File: src/design/osbf_pkg.sv
// ----------------------------------------------------------------------------
// osbf_pkg
// Shared constants, payload types and controller states for the
// overlap-save block FIR core.
// ----------------------------------------------------------------------------
package osbf_pkg;

	// Samples per frame; also the number of taps.
	localparam int FRAME_LEN = 32;

	// Offset within one frame bank.
	localparam int OFS_W = (FRAME_LEN > 1) ? $clog2(FRAME_LEN) : 1;

	// Q2.30 products summed over FRAME_LEN terms plus rounding bias.
	localparam int ACC_W = 33 + OFS_W;

	// Quotient width after dropping the 15 fraction bits.
	localparam int Q_W = ACC_W - 15;

	// Item kind codes.
	localparam logic KIND_SAMPLE = 1'b0;
	localparam logic KIND_TAP    = 1'b1;

	typedef struct packed {
		logic              kind;
		logic signed [15:0] sample;
		logic [4:0]        tap_index;
		logic signed [15:0] tap_value;
	} in_t;

	typedef struct packed {
		logic signed [15:0] out_sample;
		logic              last_of_frame;
	} out_t;

	typedef enum logic [1:0] {
		ST_IDLE,
		ST_RUN,
		ST_DRAIN
	} state_t;

endpackage

File: src/design/overlap_save_block_fir_core.sv
// Results: once a frame's last sample is taken, its outputs are computed in order,
// and each is registered when its last product has been accumulated.
// Input: a tap write or a sample that does not close a frame is taken while idle;
// a closing sample holds the input until the whole frame is computed (one shared
// MAC, one history read per cycle while the output is not stalled).
// Reset (arst_n low, asynchronous): taps and previous frame read as zero, frame empty.
// ----------------------------------------------------------------------------
// overlap_save_block_fir_core
// Frame-based FIR in overlap-save form. Samples are gathered into one bank
// of the history memory; when a frame closes, every output is computed as
// sum_k tap[k] * x[n-k] over the previous and current banks on a single
// pipelined multiply-accumulate, then rounded and saturated to Q1.15.
// ----------------------------------------------------------------------------
module overlap_save_block_fir_core
	import osbf_pkg::*;
(
	input  logic clk,
	input  logic arst_n,

	input  logic item_valid,
	output logic item_stall,
	input  in_t  item,

	output logic res_valid,
	input  logic res_stall,
	output out_t res
);

	localparam logic [OFS_W-1:0]       LAST_IDX = OFS_W'(FRAME_LEN - 1);
	localparam logic signed [ACC_W-1:0] BIAS    = ACC_W'(16384);
	localparam logic signed [Q_W-1:0]  Q_MAX    = Q_W'(32767);
	localparam logic signed [Q_W-1:0]  Q_MIN    = -Q_W'(32768);

	// ------------------------------------------------------------------
	// Control state
	// ------------------------------------------------------------------
	state_t            state_q, state_nxt;
	logic [OFS_W-1:0]  fill_q;        // samples gathered in the current frame
	logic              bank_q;        // history bank holding the current frame
	logic              prev_vld_q;    // previous bank holds a real frame
	logic [FRAME_LEN-1:0] tap_vld_q;  // tap written since reset
	logic [OFS_W-1:0]  m_q, k_q;      // output index, tap index

	// Pipeline: s1 = memory read data, s2 = product, then accumulator.
	logic              v_s1, last_k_s1, last_m_s1, zero_s1, tvld_s1;
	logic signed [15:0] tap_s1, hist_s1;
	logic              v_s2, last_k_s2, last_m_s2;
	logic signed [31:0] prod_s2;
	logic signed [ACC_W-1:0] acc_q, acc_nxt;

	logic              res_vld_q;
	out_t              res_q;

	// Whole datapath advances unless a finished result is still held.
	logic adv;
	assign adv = !res_vld_q || !res_stall;

	logic in_acc, smp_acc, tap_acc, frame_close, issue, frame_done;
	assign in_acc      = item_valid && !item_stall;
	assign smp_acc     = in_acc && (item.kind == KIND_SAMPLE);
	assign tap_acc     = in_acc && (item.kind == KIND_TAP) && (int'(item.tap_index) < FRAME_LEN);
	assign frame_close = smp_acc && (fill_q == LAST_IDX);
	assign issue       = adv && (state_q == ST_RUN);
	assign frame_done  = adv && v_s2 && last_k_s2 && last_m_s2;

	// ------------------------------------------------------------------
	// Read address: logical position FRAME_LEN + m - k
	// ------------------------------------------------------------------
	logic [OFS_W:0]   diff;
	logic [OFS_W-1:0] rd_ofs;
	logic             rd_bank, rd_zero;

	always_comb begin
		diff = {1'b0, m_q} - {1'b0, k_q};
		if (diff[OFS_W]) begin
			// reaches back into the previous frame
			rd_ofs  = OFS_W'(diff + (OFS_W + 1)'(FRAME_LEN));
			rd_bank = ~bank_q;
			rd_zero = !prev_vld_q;
		end else begin
			rd_ofs  = diff[OFS_W-1:0];
			rd_bank = bank_q;
			rd_zero = 1'b0;
		end
	end

	// ------------------------------------------------------------------
	// Memories
	// ------------------------------------------------------------------
	logic signed [15:0] hist_mem [2**(OFS_W+1)];
	logic signed [15:0] tap_mem  [FRAME_LEN];

	always_ff @(posedge clk) begin
		if (smp_acc) begin
			hist_mem[{bank_q, fill_q}] <= item.sample;
		end
		if (issue) begin
			hist_s1 <= hist_mem[{rd_bank, rd_ofs}];
		end
	end

	always_ff @(posedge clk) begin
		if (tap_acc) begin
			tap_mem[OFS_W'(item.tap_index)] <= item.tap_value;
		end
		if (issue) begin
			tap_s1 <= tap_mem[k_q];
		end
	end

	// ------------------------------------------------------------------
	// Sequencer
	// ------------------------------------------------------------------
	always_comb begin
		state_nxt = state_q;
		case (state_q)
			ST_IDLE: begin
				if (frame_close) state_nxt = ST_RUN;
			end
			ST_RUN: begin
				if (issue && (k_q == LAST_IDX) && (m_q == LAST_IDX)) state_nxt = ST_DRAIN;
			end
			ST_DRAIN: begin
				if (frame_done) state_nxt = ST_IDLE;
			end
			default: state_nxt = ST_IDLE;
		endcase
	end

	always_comb begin
		case (state_q)
			ST_IDLE: item_stall = 1'b0;
			default: item_stall = 1'b1;
		endcase
	end

	always_ff @(posedge clk or negedge arst_n) begin
		if (!arst_n) begin
			state_q    <= ST_IDLE;
			fill_q     <= '0;
			bank_q     <= 1'b0;
			prev_vld_q <= 1'b0;
			tap_vld_q  <= '0;
			m_q        <= '0;
			k_q        <= '0;
		end else begin
			state_q <= state_nxt;
			if (tap_acc) begin
				tap_vld_q[OFS_W'(item.tap_index)] <= 1'b1;
			end
			if (smp_acc) begin
				fill_q <= frame_close ? '0 : fill_q + 1'b1;
			end
			if (issue) begin
				if (k_q == LAST_IDX) begin
					k_q <= '0;
					m_q <= (m_q == LAST_IDX) ? '0 : m_q + 1'b1;
				end else begin
					k_q <= k_q + 1'b1;
				end
			end
			// current frame becomes the previous one
			if (frame_done) begin
				bank_q     <= ~bank_q;
				prev_vld_q <= 1'b1;
			end
		end
	end

	// ------------------------------------------------------------------
	// MAC pipeline control
	// ------------------------------------------------------------------
	always_ff @(posedge clk or negedge arst_n) begin
		if (!arst_n) begin
			v_s1      <= 1'b0;
			v_s2      <= 1'b0;
			last_k_s1 <= 1'b0;
			last_m_s1 <= 1'b0;
			last_k_s2 <= 1'b0;
			last_m_s2 <= 1'b0;
			zero_s1   <= 1'b0;
			tvld_s1   <= 1'b0;
			acc_q     <= BIAS;
			res_vld_q <= 1'b0;
		end else if (adv) begin
			v_s1      <= issue;
			last_k_s1 <= (k_q == LAST_IDX);
			last_m_s1 <= (m_q == LAST_IDX);
			zero_s1   <= rd_zero;
			tvld_s1   <= tap_vld_q[k_q];
			v_s2      <= v_s1;
			last_k_s2 <= last_k_s1;
			last_m_s2 <= last_m_s1;
			if (v_s2) begin
				// bias preloaded so the final shift rounds half up
				acc_q <= last_k_s2 ? BIAS : acc_nxt;
			end
			res_vld_q <= v_s2 && last_k_s2;
		end
	end

	// Unwritten taps and the empty previous frame read as zero.
	always_ff @(posedge clk) begin
		if (adv) begin
			prod_s2 <= (zero_s1 || !tvld_s1) ? 32'sd0 : tap_s1 * hist_s1;
		end
	end

	assign acc_nxt = acc_q + ACC_W'(prod_s2);

	// Round (bias already in) and saturate to Q1.15.
	logic signed [Q_W-1:0] quo;
	logic signed [15:0]    sat;
	always_comb begin
		quo = acc_nxt[ACC_W-1:15];
		if (quo > Q_MAX) begin
			sat = 16'sh7FFF;
		end else if (quo < Q_MIN) begin
			sat = -16'sh8000;
		end else begin
			sat = quo[15:0];
		end
	end

	always_ff @(posedge clk) begin
		if (adv && v_s2 && last_k_s2) begin
			res_q.out_sample    <= sat;
			res_q.last_of_frame <= last_m_s2;
		end
	end

	assign res_valid = res_vld_q;
	assign res       = res_q;

	// ------------------------------------------------------------------
	// Assertions
	// ------------------------------------------------------------------
	a_idle_empty: assert property (@(posedge clk) disable iff (!arst_n)
		(state_q == ST_IDLE) |-> (!v_s1 && !v_s2))
		else $error("MAC pipeline busy while idle");

	a_close_starts: assert property (@(posedge clk) disable iff (!arst_n)
		frame_close |=> (state_q == ST_RUN))
		else $error("closing sample did not start a frame");

	a_fill_held: assert property (@(posedge clk) disable iff (!arst_n)
		(state_q != ST_IDLE) |-> (fill_q == '0))
		else $error("fill count nonzero during frame compute");

	a_last_marked: assert property (@(posedge clk) disable iff (!arst_n)
		frame_done |=> (res_valid && res.last_of_frame && (state_q == ST_IDLE)))
		else $error("frame end not marked on output");

endmodule
File: config.mk
export PLATFORM = sky130hd
export DESIGN_NAME = overlap_save_block_fir_core
export DESIGN_NICKNAME = d
export VERILOG_FILES = /design/src/design/osbf_pkg.sv /design/src/design/overlap_save_block_fir_core.sv
export SDC_FILE = /design/constraint.sdc
export NUM_CORES = 2
export LEC_CHECK = 0
export BUFFER_PORTS_ARGS = -buffer_cell sky130_fd_sc_hd__clkbuf_2
export CAP_MARGIN = 10
export CORE_UTILIZATION = 50
export CTS_BUF_LIST = sky130_fd_sc_hd__clkbuf_8
export DETAILED_ROUTE_END_ITERATION = 12
export PLACE_DENSITY = 0.65
export SYNTH_ARGS = -nofsm -noshare
export SYNTH_HDL_FRONTEND = slang
export SYNTH_SLANG_ARGS = --single-unit
File: constraint.sdc
create_clock -name clk -period 9.7 [get_ports clk]
set_input_delay 1.94 -clock clk [delete_from_list [all_inputs] [get_ports clk]]
set_output_delay 1.94 -clock clk [all_outputs]
set_load 0.03 [all_outputs]
==> out/qor.yml <==
outcome:
  status: "completed"
yosys:
  synth.cell_area_sq_um: 77100
  syn_inst: 4130
  synth.distinct_cells: 78
  synthXorXnorAreaFrac_pct: 0.854
  yosys-top-cells-area: "edfxtp_1 63%, mux4_2 15%, fa_1 6.9%"
  syn_area_per_cell_sq_um: 18.7
  synth_top_area_share_pct: 63.0
  synthAdderAreaFrac_pct: 8.96
  ys.warnings.count: 0
  ys_seq_area_share_pct: 66.2
  synth_seq_cells: 1715
  syn_nets: 4566
  synthFlopType: "edfxtp_1"
  synth_compound_gate_area_share_pct: 2.44
  yosys.area.top_type: "edfxtp_1"
  synth.area.mux_share_pct: 14.9
  synth_top_family_by_area: "multiplexers"
  async_flop_share_pct: 5.71
  yosys.area_share.simple_pct: 4.26
  synth_edf_count: 1617
critical_path:
  r2r_start: "hist_s1[8]"
  critPathKind: "flop to flop"
  worst_path_largest_cell_delay_ns: 0.75
  cp.required_ns: 10.40
  crit_top_cell: "fa_1"
  end_kind: "flop"
  reg2reg_depth: 23
  critPathLaunchType: "flop"
  crit_path_cell_trace: "nand2_1 > fa_1 > inv_1 > fa_1 > inv_1 > fa_1 > inv_1 > fa_1 > fa_1 > inv_1 > fa_1 > inv_1 > ha_1 > a21o_1 > a21o_1 > a21o_1 > a22oi_1 > nand4_1 > a31oi_1 > o211ai_1 > a21oi_1 > xor2_1 > nor2_1"
  crit_start: "hist_s1[8]"
  critPathArrivalTime_ns: 7.48
  path_max_fanout: 16
  slowest_stage: "edfxtp_1"
route:
  drt_wl_total_microns: 174000
  first_pass_iters: 5
  drtAntennaViolNets: 0
  wl_per_cell_microns: 26.0
  drt-initial-drc-count: 3258
  via_count: 38400
  drc: 0
  via_per_inst: 5.74
floorplan:
  start_util_pct: 50.6
  dieWidth_microns: 395
  core_sq_um: 152000
  dieArea_sq_um: 156000
  ios: 61
  rows: 143
  die_h_microns: 395
run:
  cap_violations: 0
global_routing:
  grt_overflow: 0
  grt_pass1_wl_microns: 262000
  grt_use_total_pct: 22.9
  antenna_found_initial: 7
  grt_max_degree: 126
  grt_pass1_vias: 40700
clock_network:
  cts_tree: "yes"
  post_cts_buffers: 0
  clk_path_buf_depth: 4
  postCtsResizedCells: 0
  clkSinkCount: 1715
  cts_hold_buf: 0
  clkLatencyLatePin_ns: 1.00
  path_clk_slew_ns: 0.06
  cts_made_buffers: 297
  htreeDepth: 5
  root_buffer: "clkbuf_8"
timing:
  relSlewSlack_pct: 22.2
  worstMarginPinSlew_ns: 1.16
  maxSlewViolCount: 0
  hold_viol: 0
  setup_violations: 0
  period_minus_slack_ns: 6.78
  fin_crit_sh_pct: 69.9
  tns_ns: 0
  max_freq_mhz: 147
  finClkSkew_ns: 0.0867
  rsz0062_at_grt: "no"
placed_design:
  place.gp.congestion: 0.837
  hpwl_microns: 104000
  io_buffers: 60
finish:
  final_cell_mix: "1617 x edfxtp_1, 506 x mux4_2, 400 x inv_1"
  area_growth_pct: 11.1
  layout_commonest_cell: "edfxtp_1"
  layout-drive-gt1-share_pct: 25.5
  nets: 4884
hold_path:
  whs_path_depth: 1
  min_path_type: "flop to flop"
  hp-start: "tap_vld_q[27]"
## state kept, by name, summed over array words and instances (netlist names), 16 cells and up
name and flops:
hist_s1 16, acc_q 38, tap_vld_q 32, tap_mem 512, hist_mem 1024, tap_s1 16, res 17, prod_s2 32
## cells in the mapped netlist (31+ instances only)
| library cell | n |
|---|---|
| edfxtp_1 | 1617 |
| mux4_2 | 506 |
| inv_1 | 299 |
| fa_1 | 264 |
| nand2_1 | 240 |
| nor2_1 | 172 |
| and2_1 | 131 |
| clkbuf_1 | 130 |
| ha_1 | 130 |
| dfrtp_1 | 97 |
| a21oi_1 | 67 |
| xnor2_1 | 41 |
| a21o_1 | 39 |
| buf_1 | 38 |
| o21ai_0 | 37 |
| or2_2 | 37 |
| a22o_1 | 33 |
| xor2_1 | 31 |
## stage by stage
stage	utilization [%]	hold slack, ns	instances	setup slack [ns]	cell area (sq um)
6_report	56.2	0.463	6681	2.92	85700
3_5_place_dp	52.8	0.449	6179	2.99	80500
3_3_place_gp	52.8	0.443	6179	3.03	80500
5_1_grt	56.2	0.472	6678	2.55	85700
2_1_floorplan	-	0.425	4130	3.62	77100
4_1_cts	56.2	0.464	6674	2.95	85600
## path summary, 6_finish.rpt
| check | endpoint | slack (ns) |
|---|---|---|
| worst max-delay path | prod_s2[29] | 2.92 |
| worst min-delay path | tap_vld_q[27] | 0.46 |
| worst max register to register | prod_s2[29] | 2.92 |
| worst min register to register | tap_vld_q[27] | 0.46 |
| max in group asynchronous | acc_q[33] | 7.41 |
| min in group asynchronous | tap_vld_q[8] | 0.99 |
## kinds of logic (layout without fill, tap and decap cells)
family	Yosys count	count (layout)
AND/OR/NAND/NOR	689	689
buffers and inverters	481	995
other	0	7
XOR/XNOR	73	73
AO/OA/AOI/OAI	262	262
multiplexers	516	516
adder cells (fa/ha/maj)	394	394
flip-flops	1715	1715
## critical path, delay by kind of cell (launching register included)
kind	cells	cell delay [ns]
AOI/OAI and AO/OA	7	1.57
xor gates and xnor gates	1	0.16
DFF	1	0.75
and+or+nand+nor	3	0.46
buffers and inverters	5	0.24
adders and majority gates	7	3.33
## per-layer routing
layer / vias to the layer above / track usage, % / part of all wire (%)
met2: 1160 / 38.0 / 51
met5: - / 0 / 0.0069
met4: 2 / 7.24 / 2.5
met1: 20300 / 31.1 / 41
li1: 16600 / - / -
met3: 314 / 3.72 / 5.8
## layout make-up
cell class	count	area, sq um
tap	2030	2540
fill	11800	66800
inverter	302	1130
sequential	1715	51000
multi-input combinational	1934	24400
timing repair buffer	198	1380
antenna	7	17.5
clock buffer	310	4270
clock inverter	185	901
Power is not shown: default switching activity piles up to over one toggle a cycle in this logic, so the estimate is an artifact.
